--- src/hw/rtl/assert_macros.svh ---
// ----------------------------------------------------------------------------
// Assertion macros
// Clocked property checks that vanish when SYNTHESIS is defined.
// ----------------------------------------------------------------------------
`ifndef ASSERT_MACROS_SVH
`define ASSERT_MACROS_SVH

`ifndef SYNTHESIS

// The property must hold at every clock edge outside reset.
`define ASSERT_PROP(lbl, clk, rst_n, prop) \
    lbl: assert property (@(posedge clk) disable iff (!rst_n) (prop)) \
        else $error("assertion failed")

// The condition must never be true at a clock edge outside reset.
`define ASSERT_NEVER(lbl, clk, rst_n, cond) \
    lbl: assert property (@(posedge clk) disable iff (!rst_n) !(cond)) \
        else $error("forbidden condition seen")

`else

`define ASSERT_PROP(lbl, clk, rst_n, prop)
`define ASSERT_NEVER(lbl, clk, rst_n, cond)

`endif

`endif

--- src/hw/rtl/rfc_pkg.sv ---
// ----------------------------------------------------------------------------
// rfc_pkg
// Shared types and panel command codes for the rectangle fill generator.
// ----------------------------------------------------------------------------
package rfc_pkg;

    localparam logic [15:0] CMD_COLUMN   = 16'h002A;
    localparam logic [15:0] CMD_ROW      = 16'h002B;
    localparam logic [15:0] CMD_MEMWRITE = 16'h002C;

    // One clipped axis: first and last pixel position and the span.
    typedef struct packed {
        logic [15:0] first;
        logic [15:0] final_pos;
        logic [15:0] size;
    } axis_t;

    // Everything the output sequencer needs for one command burst.
    typedef struct packed {
        logic [15:0] x_first;
        logic [15:0] x_last;
        logic [15:0] y_first;
        logic [15:0] y_last;
        logic [15:0] colour;
        logic [16:0] count;
    } burst_t;

endpackage

--- src/hw/rtl/rfc_axis_clip.sv ---
// ----------------------------------------------------------------------------
// rfc_axis_clip
// Flips a negative span, rejects off-screen spans and clips one axis.
// ----------------------------------------------------------------------------
module rfc_axis_clip #(
    parameter int LIMIT = 240
) (
    input  logic signed [15:0] pos,
    input  logic signed [15:0] size,
    output logic               drop,
    output rfc_pkg::axis_t     res
);

    localparam logic signed [15:0] LIM = 16'(LIMIT);

    logic signed [15:0] p0;
    logic signed [15:0] s0;
    logic signed [15:0] e0;
    logic signed [15:0] p1;
    logic signed [15:0] s1;
    logic signed [15:0] s2;

    always_comb
    begin
        // A negative span is mirrored so that p0 is its low edge and pos its high edge.
        if (size < 16'sd0)
        begin
            p0 = pos + size + 16'sd1;
            s0 = -size;
        end
        else
        begin
            p0 = pos;
            s0 = size;
        end

        e0 = p0 + s0 - 16'sd1;

        if (p0 < 16'sd0)
        begin
            p1 = 16'sd0;
            s1 = e0 + 16'sd1;
        end
        else
        begin
            p1 = p0;
            s1 = s0;
        end

        // Right or bottom clip measures from the already clipped start.
        s2 = (e0 >= LIM) ? (LIM - p1) : s1;

        drop = (size == 16'sd0) || (p0 >= LIM) || (e0 < 16'sd0);

        res.first     = p1;
        res.size      = s2;
        res.final_pos = p1 + s2 - 16'sd1;
    end

endmodule

--- src/hw/rtl/rfc_burst.sv ---
// ----------------------------------------------------------------------------
// rfc_burst
// Holds one clipped rectangle and plays out its eight panel transactions.
// ----------------------------------------------------------------------------
module rfc_burst (
    input  logic                  clk,
    input  logic                  rst_n,
    input  logic                  load_valid,
    output logic                  load_ready,
    input  rfc_pkg::burst_t       load_data,
    output logic                  out_valid,
    input  logic                  out_ready,
    output logic                  is_command,
    output logic [15:0]           word,
    output logic [16:0]           repeat_res,
    output logic                  last
);

    typedef enum logic [7:0] {
        S_COL_CMD   = 8'b0000_0001,
        S_COL_START = 8'b0000_0010,
        S_COL_END   = 8'b0000_0100,
        S_ROW_CMD   = 8'b0000_1000,
        S_ROW_START = 8'b0001_0000,
        S_ROW_END   = 8'b0010_0000,
        S_MEM_CMD   = 8'b0100_0000,
        S_FILL      = 8'b1000_0000
    } step_t;

    rfc_pkg::burst_t burst_reg;
    logic            valid_reg;
    logic            valid_next;
    step_t           step_reg;
    step_t           step_next;
    step_t           step_adv;
    logic            take;
    logic            done;

    assign take       = valid_reg && out_ready;
    assign done       = take && (step_reg == S_FILL);
    assign load_ready = !valid_reg || done;
    assign out_valid  = valid_reg;

    always_comb
    begin
        step_adv = S_COL_CMD;
        unique case (step_reg)
            S_COL_CMD:   step_adv = S_COL_START;
            S_COL_START: step_adv = S_COL_END;
            S_COL_END:   step_adv = S_ROW_CMD;
            S_ROW_CMD:   step_adv = S_ROW_START;
            S_ROW_START: step_adv = S_ROW_END;
            S_ROW_END:   step_adv = S_MEM_CMD;
            S_MEM_CMD:   step_adv = S_FILL;
            S_FILL:      step_adv = S_COL_CMD;
            default:     step_adv = S_COL_CMD;
        endcase
    end

    always_comb
    begin
        valid_next = valid_reg;
        step_next  = step_reg;
        if (load_valid && load_ready)
        begin
            valid_next = 1'b1;
            step_next  = S_COL_CMD;
        end
        else if (take)
        begin
            valid_next = !done;
            step_next  = step_adv;
        end
    end

    always_ff @(posedge clk or negedge rst_n)
    begin
        if (!rst_n)
        begin
            valid_reg <= 1'b0;
            step_reg  <= S_COL_CMD;
        end
        else
        begin
            valid_reg <= valid_next;
            step_reg  <= step_next;
        end
    end

    always_ff @(posedge clk)
    begin
        if (load_valid && load_ready)
        begin
            burst_reg <= load_data;
        end
    end

    always_comb
    begin
        is_command = 1'b0;
        word       = burst_reg.colour;
        repeat_res = 17'd1;
        last       = 1'b0;
        unique case (step_reg)
            S_COL_CMD:
            begin
                is_command = 1'b1;
                word       = rfc_pkg::CMD_COLUMN;
            end
            S_COL_START: word = burst_reg.x_first;
            S_COL_END:   word = burst_reg.x_last;
            S_ROW_CMD:
            begin
                is_command = 1'b1;
                word       = rfc_pkg::CMD_ROW;
            end
            S_ROW_START: word = burst_reg.y_first;
            S_ROW_END:   word = burst_reg.y_last;
            S_MEM_CMD:
            begin
                is_command = 1'b1;
                word       = rfc_pkg::CMD_MEMWRITE;
            end
            S_FILL:
            begin
                word       = burst_reg.colour;
                repeat_res = burst_reg.count;
                last       = 1'b1;
            end
            default:
            begin
                is_command = 1'b0;
                word       = burst_reg.colour;
            end
        endcase
    end

endmodule

--- src/hw/rtl/display_rect_fill_command_gen.sv ---
// ----------------------------------------------------------------------------
// display_rect_fill_command_gen
// Clips a signed rectangle fill request to the panel and emits the
// column, row and memory-write command stream with one fill transaction.
// ----------------------------------------------------------------------------
//  Channel | Handshake            | Payload
//  --------+----------------------+-------------------------------------------
//  in      | in_valid / in_ready  | left, top, width, height, colour
//  out     | out_valid / out_ready| is_command, word, repeat_res, last
//
// A request passes an input register, a clip register and a burst register;
// its first transaction appears once it reaches the burst register.
// Each drawn rectangle gives eight output transactions, one per cycle while
// out_ready is high, so the output sequencer sets the sustained request rate;
// requests that draw nothing vanish in the clip stage.
// Reset clears all valid flags; a stalled output holds the whole pipeline.
// ----------------------------------------------------------------------------
`include "assert_macros.svh"

module display_rect_fill_command_gen #(
    parameter int SCREEN_WIDTH  = 240,
    parameter int SCREEN_HEIGHT = 320
) (
    input  logic               clk,
    input  logic               rst_n,
    input  logic               in_valid,
    output logic               in_ready,
    input  logic signed [15:0] left,
    input  logic signed [15:0] top,
    input  logic signed [15:0] width,
    input  logic signed [15:0] height,
    input  logic [15:0]        colour,
    output logic               out_valid,
    input  logic               out_ready,
    output logic               is_command,
    output logic [15:0]        word,
    output logic [16:0]        repeat_res,
    output logic               last
);

    // Input register.
    logic               in_valid_reg;
    logic signed [15:0] left_reg;
    logic signed [15:0] top_reg;
    logic signed [15:0] width_reg;
    logic signed [15:0] height_reg;
    logic [15:0]        colour_reg;

    // Clip register.
    logic               clip_valid_reg;
    logic               clip_ready;
    rfc_pkg::axis_t     clip_x_reg;
    rfc_pkg::axis_t     clip_y_reg;
    logic [15:0]        clip_colour_reg;

    logic               drop_x;
    logic               drop_y;
    rfc_pkg::axis_t     axis_x;
    rfc_pkg::axis_t     axis_y;
    logic               burst_ready;
    rfc_pkg::burst_t    burst_in;
    logic [31:0]        product;

    assign in_ready   = !in_valid_reg || clip_ready;
    assign clip_ready = !clip_valid_reg || burst_ready;

    always_ff @(posedge clk or negedge rst_n)
    begin
        if (!rst_n)
        begin
            in_valid_reg <= 1'b0;
        end
        else if (in_ready)
        begin
            in_valid_reg <= in_valid;
        end
    end

    always_ff @(posedge clk)
    begin
        if (in_valid && in_ready)
        begin
            left_reg   <= left;
            top_reg    <= top;
            width_reg  <= width;
            height_reg <= height;
            colour_reg <= colour;
        end
    end

    rfc_axis_clip #(
        .LIMIT (SCREEN_WIDTH)
    ) u_clip_x (
        .pos  (left_reg),
        .size (width_reg),
        .drop (drop_x),
        .res  (axis_x)
    );

    rfc_axis_clip #(
        .LIMIT (SCREEN_HEIGHT)
    ) u_clip_y (
        .pos  (top_reg),
        .size (height_reg),
        .drop (drop_y),
        .res  (axis_y)
    );

    // A rectangle with no visible pixel is never marked valid in the clip register.
    always_ff @(posedge clk or negedge rst_n)
    begin
        if (!rst_n)
        begin
            clip_valid_reg <= 1'b0;
        end
        else if (clip_ready)
        begin
            clip_valid_reg <= in_valid_reg && !drop_x && !drop_y;
        end
    end

    always_ff @(posedge clk)
    begin
        if (clip_ready && in_valid_reg)
        begin
            clip_x_reg      <= axis_x;
            clip_y_reg      <= axis_y;
            clip_colour_reg <= colour_reg;
        end
    end

    assign product = {16'h0000, clip_x_reg.size} * {16'h0000, clip_y_reg.size};

    always_comb
    begin
        burst_in.x_first = clip_x_reg.first;
        burst_in.x_last  = clip_x_reg.final_pos;
        burst_in.y_first = clip_y_reg.first;
        burst_in.y_last  = clip_y_reg.final_pos;
        burst_in.colour  = clip_colour_reg;
        burst_in.count   = product[16:0];
    end

    rfc_burst u_burst (
        .clk        (clk),
        .rst_n      (rst_n),
        .load_valid (clip_valid_reg),
        .load_ready (burst_ready),
        .load_data  (burst_in),
        .out_valid  (out_valid),
        .out_ready  (out_ready),
        .is_command (is_command),
        .word       (word),
        .repeat_res (repeat_res),
        .last       (last)
    );

    `ASSERT_NEVER(a_empty_clip, clk, rst_n,
        clip_valid_reg && (clip_x_reg.size == 16'd0 || clip_y_reg.size == 16'd0));
    `ASSERT_PROP(a_cmd_single, clk, rst_n,
        (out_valid && is_command) |-> (repeat_res == 17'd1 && !last));
    `ASSERT_PROP(a_burst_unbroken, clk, rst_n,
        (out_valid && out_ready && !last) |=> out_valid);
    `ASSERT_PROP(a_burst_start, clk, rst_n,
        (out_valid && out_ready && last) |=>
            (!out_valid || (is_command && word == rfc_pkg::CMD_COLUMN)));

endmodule
--- config.mk ---
export PLATFORM = sky130hd
export DESIGN_NAME = display_rect_fill_command_gen
export DESIGN_NICKNAME = d
export VERILOG_FILES = /design/src/hw/rtl/rfc_pkg.sv /design/src/hw/rtl/rfc_axis_clip.sv /design/src/hw/rtl/rfc_burst.sv /design/src/hw/rtl/display_rect_fill_command_gen.sv
export VERILOG_INCLUDE_DIRS = /design/src /design/src/hw/rtl
export SDC_FILE = /design/constraint.sdc
export NUM_CORES = 1
export LEC_CHECK = 0
export BUFFER_PORTS_ARGS = -buffer_cell sky130_fd_sc_hd__buf_2
export CORE_ASPECT_RATIO = 2
export CORE_MARGIN = 2
export CORE_UTILIZATION = 48
export CTS_BUF_LIST = sky130_fd_sc_hd__clkbuf_4 sky130_fd_sc_hd__clkbuf_8
export CTS_CLUSTER_SIZE = 8
export DETAILED_ROUTE_END_ITERATION = 6
export PLACE_DENSITY = 0.71
export SLEW_MARGIN = 20
export SYNTH_ARGS = -nofsm -noshare
export SYNTH_HDL_FRONTEND = slang
export SYNTH_SLANG_ARGS = --single-unit
export TNS_END_PERCENT = 10
--- constraint.sdc ---
create_clock -name clk -period 13.17 [get_ports clk]
set_input_delay 1.317 -clock clk [delete_from_list [all_inputs] [get_ports clk]]
set_output_delay 1.317 -clock clk [all_outputs]
set_load 0.05 [all_outputs]
==> metrics.cfg, run 1 <==
[setup_path]
crit_path_frequent_cell = ha_1
criticalPathCategory = reg -> reg
worstPathRequired_ns = 13.50
rr_worst_depth = 33
rr_startpoint = height_reg[0]
critPathArrivalTime_ns = 9.49
critical_path.max_stage_delay_ns = 0.55
cp_max_fo = 35
end_kind = register
crit_slowest_cell = a211oi_1
reg2reg_to = burst_in[48]
r2r_slack_ns = 4.01
critPathLaunchType = register

[floorplan]
initial_utilization_pct = 48.3
core_um2 = 46500
die_h_um = 310
die_area_um2 = 48700
num_io_pins = 121
fp.dieW_um = 157
num_rows = 112

[hold_path]
hold-path-endpoint = u_burst.burst_reg[37]
min_path_type = reg -> reg
hold_path_startpoint = burst_in[37]
holdPathStages = 0

[place]
place.gp.congestion = 0.944
io_buffers = 120
placed_area_um2 = 23700
hpwl_mm = 44.5

[synth]
synth_mux_area_share_pct = 1.76
synth_area_leaders = edfxtp_1, ha_1, fa_1, inv_1, xnor2_1
async_flop_share_pct = 3.72
synth-seq-area-share_pct = 39.3
avgSynthCellArea_um2 = 10.4
yosys.area_share.simple_pct = 14.2
synth-compound-area-share_pct = 12.2
synth_flop_cell = edfxtp_1
synth-edff-count = 285
synth_cell_type_count = 88
synth.top_cell.area_share_pct = 38.0
synth_fa_ha_area_share_pct = 19.4
netlist_instances = 2171
synth-xor-area-share_pct = 7.00
syn-cell-area_um2 = 22500
synth.ff_latch_count = 296
synth_nets = 2543
synth_top_area_cell = edfxtp_1
yosys_warnings = 0
synth_top_family_by_area = adder cells

[cts]
clockBufferDepth = 3
cts_hold_buf = 0
cts-root-buf = clkbuf_8
cts_made_buffers = 45
worstSkewPairLatency_ns = 0.62
cts.repair.resized = 0
cts_tree = done
htree_levels = 2
clk_pin_slew_ns = 0.06
post_cts_buffers = 0
clock-sinks = 296

[sta]
finalSetupViolations = 0
hold_violations = 0
slew_headroom_pct = 32.8
period_minus_slack_ns = 9.16
report.final.slew_viol_count = 0
setup_tns_ns = 0
worst_hold_slack_ns = 0.392
max_freq_mhz = 109
finalClockSkew_ns = 0.0341
rsz0062_at_grt = no
period_share_pct = 69.5
worst_slew_pin_slew_ns = 1.00

[grt]
antenna_found_initial = 1
grt_pass1_vias = 16900
grt_pass1_wl_mm = 88.0
grt-ovfl-total = 0
track_usage_pct = 23.3
grt_start_max_net_pins = 78

[layout]
largest_register_ffs = 95
final_layout_size_suffix_gt1_share_pct = 11.2
multi_input_area_um2 = 12300
fin_area_um2 = 24600
seqCellArea_um2 = 8830
fillers = 4250
area_growth_pct = 9.43
layout_commonest_cell = inv_1
layout_common_cells = inv_1, edfxtp_1, nand2_1, ha_1, buf_2
finalNetCount = 2659

[run]
maxCapViolCount = 0

[drt]
wirelength_mm = 55.6
antenna_left = 0
drc = 0
vias = 16400
drt_iter0_drc = 940
wl_per_cell_um = 18.9
dr.pass1.iters = 5
via_per_inst = 5.59

[status]
status = finished clean

==> cell usage after synthesis (all sizes together), types with 11 or more instances <==
cell and number:
a211oi 13, a21o 29, a21oi 76, a221oi 12
a22oi 25, a31oi 32, and2 83, and3 13
buf 19, clkbuf 46, edfxtp 285, fa 100
ha 188, inv 295, mux2 12, mux2i 26
nand2 200, nand2b 29, nand3 35, nand4 11
nor2 84, nor2b 20, nor3 35, nor3b 13
nor4 11, o211ai 13, o21a 29, o21ai 66
o21bai 11, o31a 11, o31ai 16, or2 13
or3 31, xnor2 113, xor2 60
==> critical path: cells and delay by family, from the launching register on <==
| kind | cells | cell delay (ns) |
|---|---|---|
| multiplexers | 1 | 0.34 |
| buffers and inverters | 4 | 0.61 |
| flip-flops | 1 | 0.37 |
| AO/OA/AOI/OAI | 14 | 3.80 |
| adder cells (fa/ha/maj) | 7 | 2.11 |
| XOR/XNOR | 1 | 0.32 |
| AND/OR/NAND/NOR | 6 | 1.29 |
==> metal layers <==
metal	up-vias	wire, um	track usage (%)
met1	7951	19400	23.9
met3	168	2200	2.83
met4	0	3720	14.4
met5	-	0	0
met2	469	30200	44.3
li1	7838	-	-
==> kinds of logic (layout without fill, tap and decap cells) <==
| group | Yosys count | in the layout |
|---|---|---|
| and+or+nand+nor | 615 | 615 |
| AOI/OAI and AO/OA | 398 | 398 |
| buffers and inverters | 361 | 502 |
| adders and majority gates | 288 | 288 |
| other | 0 | 1 |
| DFF | 296 | 296 |
| muxes | 38 | 38 |
| xor gates and xnor gates | 175 | 175 |
==> stage by stage <==
step / worst slack (ns) / cells / utilization [%]
after global placement: 4.49 / 2867 / 51.0
final: 4.01 / 2940 / 52.9
after global routing: 3.43 / 2940 / 52.9
after detailed placement: 4.13 / 2867 / 51.0
after floorplan: 5.36 / 2171 / -
after CTS: 4.07 / 2939 / 52.9
==> worst max-delay path by stage <==
stage	cells past startpoint	slack, ns	endpoint	start
after floorplan	33	5.36	burst_in[48]	height_reg[0]
after global placement	33	4.49	burst_in[48]	height_reg[0]
after detailed placement	33	4.13	burst_in[48]	height_reg[0]
after CTS	33	4.07	burst_in[48]	height_reg[0]
after global routing	33	3.43	burst_in[48]	height_reg[0]
final	33	4.01	burst_in[48]	height_reg[0]
==> final cells by class <==
type / instances / area share [%]
Clock inverter: 8 / 0.473
Inverter: 296 / 4.52
Clock buffer: 64 / 3.10
Tap cell: 627 / 3.19
Sequential cell: 296 / 35.9
Multi-Input combinational cell: 1514 / 50.0
Timing Repair Buffer: 134 / 2.87
Antenna cell: 1 / 0.0102
Power of run 1 is left out: the tool's default activity adds up to more than one toggle a clock period on the data nets, which glitch-free logic cannot reach.
==> run 2, diff against run 1 <==
clock period = 9.6 ns   (was 13.17 ns; I/O delays follow)
==> run 2 against run 1 <==
Net effect: count of clock-buffer cells in the layout is 3 lower; die area stayed put; maximum frequency is 1.9% higher; cell count is 0.10% higher; final area is 0.17% higher; hold slack worse by 0.18 ns; clock skew is 0.0079 ns lower; global-route usage is 0.20 points higher; non-clock buffer count is 2 higher.
==> metrics.cfg, run 2 (synthesized netlist as in run 1, its figures left out) <==
[status]
status = finished clean

[setup_path]
critPathArrivalTime_ns = 9.36
crit_path_frequent_cell = ha_1
reg2reg_to = burst_in[48]
critPathLaunchType = register
endpoint = burst_in[48]
cp_max_fo = 27
critPathLaunch = height_reg[0]
criticalPathCategory = reg -> reg
rr_startpoint = height_reg[0]
r2r_slack_ns = 0.61
crit_slowest_cell = a31oi_1
end_kind = register
critical_path.max_stage_delay_ns = 0.57
rr_worst_depth = 32
worstPathRequired_ns = 9.97

[sta]
period_minus_slack_ns = 8.99
finalClockSkew_ns = 0.0261
setup_tns_ns = 0
hold_violations = 0
period_share_pct = 93.6
worst_slew_pin_slew_ns = 0.949
report.final.slew_viol_count = 0
finalSetupViolations = 0
rsz0062_at_grt = no
worst_hold_slack_ns = 0.211
slew_headroom_pct = 36.7
max_freq_mhz = 111

[layout]
finalNetCount = 2662
layout_common_cells = inv_1, edfxtp_1, nand2_1, ha_1, buf_2
fin_util_pct = 53.0
fin_area_um2 = 24700
seqCellArea_um2 = 8830
multi_input_area_um2 = 12300
layout_commonest_cell = inv_1
fillers = 4193
area_growth_pct = 9.61
final_layout_size_suffix_gt1_share_pct = 11.4
largest_register_ffs = 95

[run]
maxCapViolCount = 0

[drt]
drt_iter0_drc = 839
via_per_inst = 5.52
wirelength_mm = 55.7
antenna_left = 0
drc = 0
wl_per_cell_um = 18.9
dr.pass1.iters = 5
vias = 16300

[cts]
cts.repair.resized = 0
clk_pin_slew_ns = 0.08
cts_made_buffers = 46
cts-root-buf = clkbuf_8
post_cts_buffers = 0
cts_hold_buf = 0
worstSkewPairLatency_ns = 0.62
cts_tree = done
htree_levels = 2
clock-sinks = 296
clockBufferDepth = 3

[floorplan]
die_area_um2 = 48700
num_rows = 112
die_h_um = 310
initial_utilization_pct = 48.3
core_um2 = 46500
fp.dieW_um = 157
num_io_pins = 121

[grt]
track_usage_pct = 23.5
grt_pass1_vias = 17200
grt-ovfl-total = 0
grt_pass1_wl_mm = 88.9
antenna_found_initial = 2
grt_start_max_net_pins = 78

[place]
placed_area_um2 = 23700
hpwl_mm = 44.5
io_buffers = 120
place.gp.congestion = 0.936

[hold_path]
min_path_type = in -> async

==> run 2: changes by cell type in the layout (fill, tap and decap cells not counted), sizes merged <==
cell and change:
inv +1, buf +2, clkinv +2, clkbuf -3, bufinv +1
==> run 2: area by class of cell <==
class,count,share of cell area (%)
antenna,1,0.0101
clock buffer,61,3.02
clock inverter,12,0.634
inverter,296,4.51
multi-input combinational,1514,49.9
sequential,296,35.8
tap,627,3.18
timing repair buffer,136,2.92
==> run 2: per-layer routing <==
metal | vias up | GRT usage [%] | wire (um)
met4 | 0 | 13.6 | 3530
met5 | - | 0 | 0
met2 | 473 | 45.6 | 30700
li1 | 7851 | - | -
met3 | 149 | 2.73 | 2230
met1 | 7787 | 23.8 | 19300
==> run 2: worst min path at each step <==
stage	start	end	slack (ns)
2_1_floorplan	colour_reg[0]	clip_colour_reg[0]	0.40
3_3_place_gp	burst_in[90]	u_burst.burst_reg[90]	0.40
3_5_place_dp	colour_reg[13]	clip_colour_reg[13]	0.40
4_1_cts	rst_n	in_valid_reg	0.17
5_1_grt	rst_n	u_burst.step_reg[1]	0.20
6_report	rst_n	u_burst.step_reg[1]	0.21
==> run 2: critical path: cells and delay by family (launching register included) <==
kind | cells | cell delay (ns)
AOI/OAI and AO/OA | 14 | 4.05
adders and majority gates | 6 | 1.63
and+or+nand+nor | 6 | 1.36
xor gates and xnor gates | 3 | 0.78
buffers and inverters | 3 | 0.51
DFF | 1 | 0.40
==> run 2: per-stage QoR <==
stage          instances  setup slack (ns)
3_5_place_dp        2869             0.711
4_1_cts             2942             0.635
2_1_floorplan       2171              1.79
5_1_grt             2943            0.0631
6_report            2943             0.613
3_3_place_gp        2869             0.956
Power of run 2 is left out for the same reason.
